===== config.mk =====
export PLATFORM = sky130hd
export DESIGN_NAME = rv32i_instruction_decoder
export DESIGN_NICKNAME = d
export VERILOG_FILES = /design/src/hw/rtl/rvdec_pkg.sv /design/src/hw/rtl/rv32i_instruction_decoder.sv
export SDC_FILE = /design/constraint.sdc
export NUM_CORES = 1
export LEC_CHECK = 0
export BUFFER_PORTS_ARGS = -buffer_cell sky130_fd_sc_hd__buf_2
export CORE_UTILIZATION = 62
export CTS_BUF_LIST = sky130_fd_sc_hd__clkbuf_2
export CTS_CLUSTER_DIAMETER = 100
export DETAILED_ROUTE_END_ITERATION = 16
export GPL_TIMING_DRIVEN = 0
export PLACE_DENSITY = 0.95
export SYNTH_ARGS = -nofsm -noshare
export SYNTH_HDL_FRONTEND = slang
export SYNTH_SLANG_ARGS = --single-unit

===== constraint.sdc =====
create_clock -name clock -period 8.77 [get_ports clock]
set_input_delay 0.4385 -clock clock [delete_from_list [all_inputs] [get_ports clock]]
set_output_delay 0.4385 -clock clock [all_outputs]
set_load 0.01 [all_outputs]

===== src/hw/rtl/rvdec_pkg.sv =====
// rvdec_pkg: word types, opcode constants and operation codes for the
// rv32i instruction decoder. Depends on nothing.

package rvdec_pkg;

   typedef struct packed {
      logic [31:0] instruction;
      logic [31:0] fetch_pc;
      logic        predict_taken;
   } req_type;

   typedef struct packed {
      logic [5:0]         operation;
      logic [5:0]         src1_reg;
      logic [5:0]         src2_reg;
      logic [5:0]         dest_reg;
      logic signed [31:0] immediate;
      logic [31:0]        next_pc;
      logic               predicted_jump;
   } rsp_type;

   localparam logic [6:0] OPC_RTYPE  = 7'b0110011;
   localparam logic [6:0] OPC_IARITH = 7'b0010011;
   localparam logic [6:0] OPC_LOAD   = 7'b0000011;
   localparam logic [6:0] OPC_BRANCH = 7'b1100011;
   localparam logic [6:0] OPC_STORE  = 7'b0100011;
   localparam logic [6:0] OPC_LUI    = 7'b0110111;
   localparam logic [6:0] OPC_AUIPC  = 7'b0010111;
   localparam logic [6:0] OPC_JAL    = 7'b1101111;
   localparam logic [6:0] OPC_JALR   = 7'b1100111;

   localparam logic [6:0] F7_BASE = 7'b0000000;
   localparam logic [6:0] F7_ALT  = 7'b0100000;

   localparam logic [2:0] F3_ADD  = 3'd0;
   localparam logic [2:0] F3_SLL  = 3'd1;
   localparam logic [2:0] F3_SLT  = 3'd2;
   localparam logic [2:0] F3_SLTU = 3'd3;
   localparam logic [2:0] F3_XOR  = 3'd4;
   localparam logic [2:0] F3_SR   = 3'd5;
   localparam logic [2:0] F3_OR   = 3'd6;
   localparam logic [2:0] F3_AND  = 3'd7;

   localparam logic [2:0] F3_LB  = 3'd0;
   localparam logic [2:0] F3_LH  = 3'd1;
   localparam logic [2:0] F3_LW  = 3'd2;
   localparam logic [2:0] F3_LBU = 3'd4;
   localparam logic [2:0] F3_LHU = 3'd5;

   localparam logic [2:0] F3_BEQ  = 3'd0;
   localparam logic [2:0] F3_BNE  = 3'd1;
   localparam logic [2:0] F3_BLT  = 3'd4;
   localparam logic [2:0] F3_BGE  = 3'd5;
   localparam logic [2:0] F3_BLTU = 3'd6;
   localparam logic [2:0] F3_BGEU = 3'd7;

   localparam logic [2:0] F3_SB = 3'd0;
   localparam logic [2:0] F3_SH = 3'd1;
   localparam logic [2:0] F3_SW = 3'd2;

   localparam logic [5:0] NO_REG = 6'd32;

   localparam logic [5:0] OP_UNKNOWN = 6'd0;
   localparam logic [5:0] OP_ADD     = 6'd1;
   localparam logic [5:0] OP_SUB     = 6'd2;
   localparam logic [5:0] OP_SLL     = 6'd3;
   localparam logic [5:0] OP_SLT     = 6'd4;
   localparam logic [5:0] OP_SLTU    = 6'd5;
   localparam logic [5:0] OP_XOR     = 6'd6;
   localparam logic [5:0] OP_SRL     = 6'd7;
   localparam logic [5:0] OP_SRA     = 6'd8;
   localparam logic [5:0] OP_OR      = 6'd9;
   localparam logic [5:0] OP_AND     = 6'd10;
   localparam logic [5:0] OP_ADDI    = 6'd11;
   localparam logic [5:0] OP_SLTI    = 6'd12;
   localparam logic [5:0] OP_SLTIU   = 6'd13;
   localparam logic [5:0] OP_XORI    = 6'd14;
   localparam logic [5:0] OP_ORI     = 6'd15;
   localparam logic [5:0] OP_ANDI    = 6'd16;
   localparam logic [5:0] OP_SLLI    = 6'd17;
   localparam logic [5:0] OP_SRLI    = 6'd18;
   localparam logic [5:0] OP_SRAI    = 6'd19;
   localparam logic [5:0] OP_LB      = 6'd20;
   localparam logic [5:0] OP_LH      = 6'd21;
   localparam logic [5:0] OP_LW      = 6'd22;
   localparam logic [5:0] OP_LBU     = 6'd23;
   localparam logic [5:0] OP_LHU     = 6'd24;
   localparam logic [5:0] OP_BEQ     = 6'd25;
   localparam logic [5:0] OP_BNE     = 6'd26;
   localparam logic [5:0] OP_BLT     = 6'd27;
   localparam logic [5:0] OP_BGE     = 6'd28;
   localparam logic [5:0] OP_BLTU    = 6'd29;
   localparam logic [5:0] OP_BGEU    = 6'd30;
   localparam logic [5:0] OP_SB      = 6'd31;
   localparam logic [5:0] OP_SH      = 6'd32;
   localparam logic [5:0] OP_SW      = 6'd33;
   localparam logic [5:0] OP_LUI     = 6'd34;
   localparam logic [5:0] OP_AUIPC   = 6'd35;
   localparam logic [5:0] OP_JAL     = 6'd36;
   localparam logic [5:0] OP_JALR    = 6'd37;

endpackage


===== src/hw/rtl/rv32i_instruction_decoder.sv =====
// rv32i_instruction_decoder: two-register decode pipeline for rv32i words.
// Depends on rvdec_pkg for the word types, opcodes and operation codes.
//
// Usage:
//  - req channel (req_valid/req_ready/req_data) carries one instruction word
//    with its fetch pc and the predictor's taken bit.
//  - rsp channel (rsp_valid/rsp_ready/rsp_data) returns the decoded word:
//    operation code, register numbers (32 for an unused slot), immediate,
//    next pc and predicted-jump flag.
//  - the word passes an input register, the decode logic and the next-pc
//    adder, then the result register, which drives rsp_valid and rsp_data.
//  - throughput is one word per cycle while rsp_ready holds; both registers
//    advance together whenever the result register is empty or being taken.
//  - when rsp_ready is low the result holds and one more word is still
//    accepted into the input register; req_ready then drops until the
//    receiver takes the result.
//  - reset empties both registers; no words are in flight afterwards.

module rv32i_instruction_decoder (
   input  logic              clock,
   input  logic              reset,
   input  logic              req_valid,
   output logic              req_ready,
   input  rvdec_pkg::req_type req_data,
   output logic              rsp_valid,
   input  logic              rsp_ready,
   output rvdec_pkg::rsp_type rsp_data
);

   import rvdec_pkg::*;

   logic    in_valid_ff, in_valid_in;
   req_type in_word_ff;
   logic    out_valid_ff, out_valid_in;
   rsp_type out_word_ff;
   rsp_type dec_word;
   logic    out_load;

   logic [31:0]        inst;
   logic [6:0]         opc;
   logic [2:0]         f3;
   logic [6:0]         f7;
   logic [5:0]         r1;
   logic [5:0]         r2;
   logic [5:0]         rdv;
   logic signed [31:0] iimm;
   logic signed [31:0] bimm;
   logic signed [31:0] simm;
   logic signed [31:0] jimm;
   logic signed [31:0] uimm;
   logic signed [31:0] shamt;
   logic               take_target;

   assign out_load  = !out_valid_ff || rsp_ready;
   assign req_ready = !in_valid_ff || out_load;

   assign in_valid_in  = req_ready ? req_valid : in_valid_ff;
   assign out_valid_in = out_load ? in_valid_ff : out_valid_ff;

   assign inst  = in_word_ff.instruction;
   assign opc   = inst[6:0];
   assign f3    = inst[14:12];
   assign f7    = inst[31:25];
   assign r1    = {1'b0, inst[19:15]};
   assign r2    = {1'b0, inst[24:20]};
   assign rdv   = {1'b0, inst[11:7]};
   assign iimm  = {{20{inst[31]}}, inst[31:20]};
   assign simm  = {{20{inst[31]}}, inst[31:25], inst[11:7]};
   assign bimm  = {{19{inst[31]}}, inst[31], inst[7], inst[30:25], inst[11:8], 1'b0};
   assign jimm  = {{11{inst[31]}}, inst[31], inst[19:12], inst[20], inst[30:21], 1'b0};
   assign uimm  = {inst[31:12], 12'b0};
   assign shamt = {27'b0, inst[24:20]};

   always_comb begin
      dec_word                = '0;
      dec_word.operation      = OP_UNKNOWN;
      dec_word.src1_reg       = NO_REG;
      dec_word.src2_reg       = NO_REG;
      dec_word.dest_reg       = NO_REG;
      dec_word.immediate      = '0;
      dec_word.predicted_jump = 1'b0;
      take_target             = 1'b0;
      case (opc)
         OPC_RTYPE: begin
            dec_word.src1_reg = r1;
            dec_word.src2_reg = r2;
            dec_word.dest_reg = rdv;
            case (f3)
               F3_ADD: begin
                  if (f7 == F7_BASE) dec_word.operation = OP_ADD;
                  else if (f7 == F7_ALT) dec_word.operation = OP_SUB;
               end
               F3_SLL:  dec_word.operation = OP_SLL;
               F3_SLT:  dec_word.operation = OP_SLT;
               F3_SLTU: dec_word.operation = OP_SLTU;
               F3_XOR:  dec_word.operation = OP_XOR;
               F3_SR: begin
                  if (f7 == F7_BASE) dec_word.operation = OP_SRL;
                  else if (f7 == F7_ALT) dec_word.operation = OP_SRA;
               end
               F3_OR:   dec_word.operation = OP_OR;
               default: dec_word.operation = OP_AND;
            endcase
         end
         OPC_IARITH: begin
            dec_word.src1_reg  = r1;
            dec_word.dest_reg  = rdv;
            dec_word.immediate = iimm;
            case (f3)
               F3_ADD:  dec_word.operation = OP_ADDI;
               F3_SLL: begin
                  dec_word.operation = OP_SLLI;
                  dec_word.immediate = shamt;
               end
               F3_SLT:  dec_word.operation = OP_SLTI;
               F3_SLTU: dec_word.operation = OP_SLTIU;
               F3_XOR:  dec_word.operation = OP_XORI;
               F3_SR: begin
                  dec_word.immediate = shamt;
                  if (f7 == F7_BASE) dec_word.operation = OP_SRLI;
                  else if (f7 == F7_ALT) dec_word.operation = OP_SRAI;
               end
               F3_OR:   dec_word.operation = OP_ORI;
               default: dec_word.operation = OP_ANDI;
            endcase
         end
         OPC_LOAD: begin
            dec_word.src1_reg  = r1;
            dec_word.dest_reg  = rdv;
            dec_word.immediate = iimm;
            case (f3)
               F3_LB:   dec_word.operation = OP_LB;
               F3_LH:   dec_word.operation = OP_LH;
               F3_LW:   dec_word.operation = OP_LW;
               F3_LBU:  dec_word.operation = OP_LBU;
               F3_LHU:  dec_word.operation = OP_LHU;
               default: dec_word.operation = OP_UNKNOWN;
            endcase
         end
         OPC_BRANCH: begin
            dec_word.src1_reg       = r1;
            dec_word.src2_reg       = r2;
            dec_word.immediate      = bimm;
            dec_word.predicted_jump = in_word_ff.predict_taken;
            take_target             = in_word_ff.predict_taken;
            case (f3)
               F3_BEQ:  dec_word.operation = OP_BEQ;
               F3_BNE:  dec_word.operation = OP_BNE;
               F3_BLT:  dec_word.operation = OP_BLT;
               F3_BGE:  dec_word.operation = OP_BGE;
               F3_BLTU: dec_word.operation = OP_BLTU;
               F3_BGEU: dec_word.operation = OP_BGEU;
               default: dec_word.operation = OP_UNKNOWN;
            endcase
         end
         OPC_STORE: begin
            dec_word.src1_reg  = r1;
            dec_word.src2_reg  = r2;
            dec_word.dest_reg  = rdv;
            dec_word.immediate = simm;
            case (f3)
               F3_SB:   dec_word.operation = OP_SB;
               F3_SH:   dec_word.operation = OP_SH;
               F3_SW:   dec_word.operation = OP_SW;
               default: dec_word.operation = OP_UNKNOWN;
            endcase
         end
         OPC_LUI: begin
            dec_word.dest_reg  = rdv;
            dec_word.immediate = uimm;
            dec_word.operation = OP_LUI;
         end
         OPC_AUIPC: begin
            dec_word.dest_reg  = rdv;
            dec_word.immediate = uimm;
            dec_word.operation = OP_AUIPC;
         end
         OPC_JAL: begin
            dec_word.dest_reg  = rdv;
            dec_word.immediate = jimm;
            dec_word.operation = OP_JAL;
            take_target        = 1'b1;
         end
         OPC_JALR: begin
            dec_word.src1_reg  = r1;
            dec_word.dest_reg  = rdv;
            dec_word.immediate = iimm;
            dec_word.operation = OP_JALR;
         end
         default: begin
            dec_word.operation = OP_UNKNOWN;
         end
      endcase
      if (take_target) begin
         dec_word.next_pc = in_word_ff.fetch_pc + unsigned'(dec_word.immediate);
      end else begin
         dec_word.next_pc = in_word_ff.fetch_pc + 32'd4;
      end
   end

   always_ff @(posedge clock) begin
      if (reset) begin
         in_valid_ff  <= 1'b0;
         out_valid_ff <= 1'b0;
      end else begin
         in_valid_ff  <= in_valid_in;
         out_valid_ff <= out_valid_in;
      end
   end

   always_ff @(posedge clock) begin
      if (req_ready) begin
         in_word_ff <= req_data;
      end
      if (out_load) begin
         out_word_ff <= dec_word;
      end
   end

   assign rsp_valid = out_valid_ff;
   assign rsp_data  = out_word_ff;

endmodule


==> implementation parameters <==
Parameter                              Value

Run status
  Run status ... complete, no violations

Finish
  Final instance area ... 0.0102 mm2
  Area growth from synthesis to layout ... 24.6%
  Area occupied by multi-input gates ... about 0.0033 mm2
  Fraction of layout instances using a drive strength above 1 ... between 20% and 30%
  Number of filler instances in the final layout ... 780
  Nets ... between 1,000 and 1,500
  Reg area ... 0.00466 mm2

Placed design
  Area of placed instances ... just over 0.009 mm2
  Gp weighted congestion ... 1.01
  Count of input and output buffers ... 159
  Half-perimeter wire length after detailed placement ... between 15 and 20 mm

CTS
  CTS tree ... built
  CTS sink cnt ... 156
  Worst-case clock buffer depth ... 2
  Total number of H-tree levels ... 4
  Clock edge transition at the registers on the reported setup and hold paths ... 0.27 ns
  Total CTS buffers ... 17
  Cell chosen for the clock root ... clkbuf_2
  Number of buffers added for setup after CTS ... 0
  Clock latency of the later-clocked register in the worst-skew pair ... 0.80 ns

Power
  Static leakage power ... 4.50 nW
  Power share of the clock group ... 29.0%
  Power per unit of standard cell area ... 153 mW/mm2
  Relative contribution of combinational cells to total power ... 13.4%
  VDD IR-drop max ... between 100 and 150 uV
  Sum of internal, switching and leakage power ... 0.00156 W
  Internal power of the cells ... about 0.0011 W
  Fraction of power consumed by sequential logic ... between 50 and 60%
  Power dissipated by switching net loads ... 0.000411 W
  Net Sw Frac ... a little over a quarter

Floorplan
  Number of primary I/O pins ... 160
  Overall die area ... 0.0136 mm2
  Initial standard-cell utilization of the core ... 64.1%
  Die span in x ... 117 um
  Placeable core region ... 0.0127 mm2
  Number of placement rows ... 41
  Die height ... 117 um

Critical path
  Max stage delay on crit path ... 0.67 ns
  Cell Chain, Critical Path ... clkbuf_1 -> nor2_1 -> nand3_1 -> nor3_1 -> a22oi_1 -> inv_1 -> ha_1 -> a211oi_1 -> o21a_1 -> a211o_1 -> nor3b_1 -> nor4_1 -> or3_1 -> a21oi_1 -> xor2_1 -> mux2i_1
  Worst Path Max Fanout ... 7
  Endpoint type of the worst setup path ... flop
  Worst path arrival time ... 5.54 ns
  Worst Path Required ... 9.28 ns
  Critical Setup Path Class ... flop to flop
  Startpoint class of the critical path ... flop
  Critical-path top delay cell ... nor3_1

Timing
  Fin crit share ... 57.4%
  Worst Tran Pin Value ... ~1.2 ns
  Number of setup violations in the final report ... 0
  Accumulated negative setup slack ... 0 ns
  Fin. Hold Viols ... 0
  Max frequency ... 199 MHz
  Count of pins over their slew limit ... 0
  RSZ-0062 raised after global routing ... no
  Headroom to the max-slew limit ... 20.5%
  Minimum clock period after layout ... 5.04 ns
  Maximum clock skew at final layout ... about 0.07 ns

Global route
  Maximum number of pins on one net before global-route repair ... 80
  Global-route layer with the greatest usage ... met2
  Initial antenna violation count ... 1
  Global-route wire length before repair ... between 30 and 40 mm
  Global routing usage summed across all routing layers ... roughly a third
  Fraction of met3 tracks used by global routing ... 8.35%
  Remaining Overflow, GRT ... 0
  Met1 usage in global routing ... 41.2%
  GR Layer Usage met2 ... 58.9%
  Via count of the first global-routing pass ... 6,899

Synthesis
  Synthesized net count ... 820
  Distinct cell type count after synthesis ... a little over 60
  Sequential share of the synthesized area ... 57.2%
  Mean instance size in the synthesized netlist ... 11.4 um2
  Synthesis Warnings ... 0
  Cell area after synthesis ... 0.00815 mm2
  Async set-or-reset flop fraction in the synthesized netlist ... 0%
  Number of synthesized register bits ... 156
  Most used DFF post-synth ... edfxtp_1
  Number of enable flip-flop cells after synthesis ... 154
  Syn Inst Count ... 718

Drt
  Antenna-violating nets left ... 0
  Vias post-DR ... 7,133
  Drt initial violations ... 826
  # DRC ... 0
  Drt pass-1 iters ... 14
  Post-DR wirelength/cell ... approximately 20 um
  Via density per instance ... 6.20
  Wire length reported by the detailed router ... 22.9 mm

Min path
  Hold Crit Class ... primary input to flop

Flow run
  Max Cap Violations ... 0
==> power groups by stage <==
stage	Sequential, W	Clock, W	Combinational [W]
finish	0.000896	0.000451	0.000208
global route	0.000900	0.000475	0.000227
CTS	0.000894	0.000443	0.000202
detailed placement	0.000911	0	0.000178
global placement	0.000910	0	0.000171
floorplan	0.000916	0	0.0000964
==> cell type report <==
cell class                      instances  share of cell area (%)
Multi-Input combinational cell        522                    32.9
Inverter                               14                   0.542
Buffer                                 26                   0.986
Antenna cell                            1                  0.0246
Clock buffer                           17                   0.838
Tap cell                              172                    2.12
Sequential cell                       156                    45.9
Timing Repair Buffer                  227                    14.7
Clock inverter                         15                    1.93
==> flip-flops by register name, indices dropped and copies added, names as in the netlist <==
name and flops:
in_valid_ff 1, in_word_ff 33, rsp_data 89, inst 32, rsp_valid 1
==> worst max-delay path, delay by kind of cell, from the launching register on <==
family                     cells  cell delay [ns]
AOI/OAI and AO/OA              5             1.29
muxes                          1             0.11
DFF                            1             0.44
adders and majority gates      1             0.25
xor gates and xnor gates       1             0.18
buffers and inverters          2             0.40
and+or+nand+nor                6             2.08
==> logic make-up (layout without fill, tap and decap cells) <==
kind of cell | after synthesis | count (layout) | synth area share (%)
compound gates | 189 | 189 | 15.0
xor+xnor | 55 | 55 | 5.91
fa+ha+maj | 33 | 33 | 5.16
buf+inv | 40 | 299 | 1.87
flops | 156 | 156 | 57.2
mux | 3 | 3 | 0.368
other cells | 0 | 1 | 0
simple gates | 242 | 242 | 14.5
==> synthesized netlist by cell type, types with 4 or more instances <==
| cell type | instances | area [um2] |
|---|---|---|
| clkbuf_1 | 22 | 82.6 |
| nand2b_1 | 6 | 37.5 |
| a211oi_1 | 9 | 67.6 |
| a21o_1 | 34 | 255 |
| nand3_1 | 34 | 170 |
| o21ai_0 | 50 | 250 |
| nor3_1 | 15 | 75.1 |
| a31oi_1 | 7 | 43.8 |
| o21a_1 | 6 | 45.0 |
| and3_1 | 10 | 62.6 |
| nor2b_1 | 24 | 150 |
| ha_1 | 32 | 400 |
| xor2_1 | 15 | 131 |
| nand4_1 | 8 | 50.1 |
| and2_1 | 5 | 31.3 |
| xnor2_1 | 40 | 350 |
| edfxtp_1 | 154 | 4620 |
| o211ai_1 | 5 | 37.5 |
| a21oi_1 | 43 | 215 |
| nor4_1 | 4 | 25.0 |
| nor2_1 | 50 | 188 |
| nand2_1 | 72 | 270 |
| inv_1 | 14 | 52.6 |
==> stage by stage <==
stage          hold WS (ns)  setup WS, ns  util (%)  std cells
2_1_floorplan         0.463          4.88         -        718
3_3_place_gp          0.476          4.19      72.0       1049
3_5_place_dp          0.536          4.04      72.3       1050
4_1_cts              0.0382          3.99      79.8       1149
5_1_grt              0.0760          3.43      79.8       1150
6_report             0.0520          3.73      79.8       1150
==> path summary, 6_finish.rpt <==
kind | startpoint | end | slack [ns] | depth (start not counted)
worst min-delay path | rsp_ready | rsp_valid | 0.05 | 4
worst min register to register | in_valid_ff | rsp_valid | 0.56 | 2
worst max-delay path | inst[3] | rsp_data[26] | 3.73 | 16
worst max register to register | inst[3] | rsp_data[26] | 3.73 | 16
==> what timing repair did <==
item | in CTS | in global routing
gates resized for setup | 0 | 0
hold endpoints to repair | 67 | 0
hold buffers | 67 | 0
==> cell usage in the layout (no fill, tap or decap), drive strengths merged, types with 5 or more instances in the layout <==
cell / count
a211oi: 9
a21o: 35
a21oi: 45
a31oi: 7
and2: 6
and3: 10
buf: 164
clkbuf: 39
clkinv: 5
dlygate4sd3: 67
edfxtp: 154
ha: 32
inv: 16
nand2: 73
nand2b: 6
nand3: 34
nand4: 8
nor2: 50
nor2b: 24
nor3: 15
nor4: 6
o211ai: 6
o21a: 6
o21ai: 50
xnor2: 40
xor2: 15
==> layer usage <==
metal  up-vias  routed length [um]
met1      3306                8100
met3       114                2320
met5         -                   0
li1       3193                   -
met2       520               11200
met4         0                1260
Power figures use the tool's default switching activity.
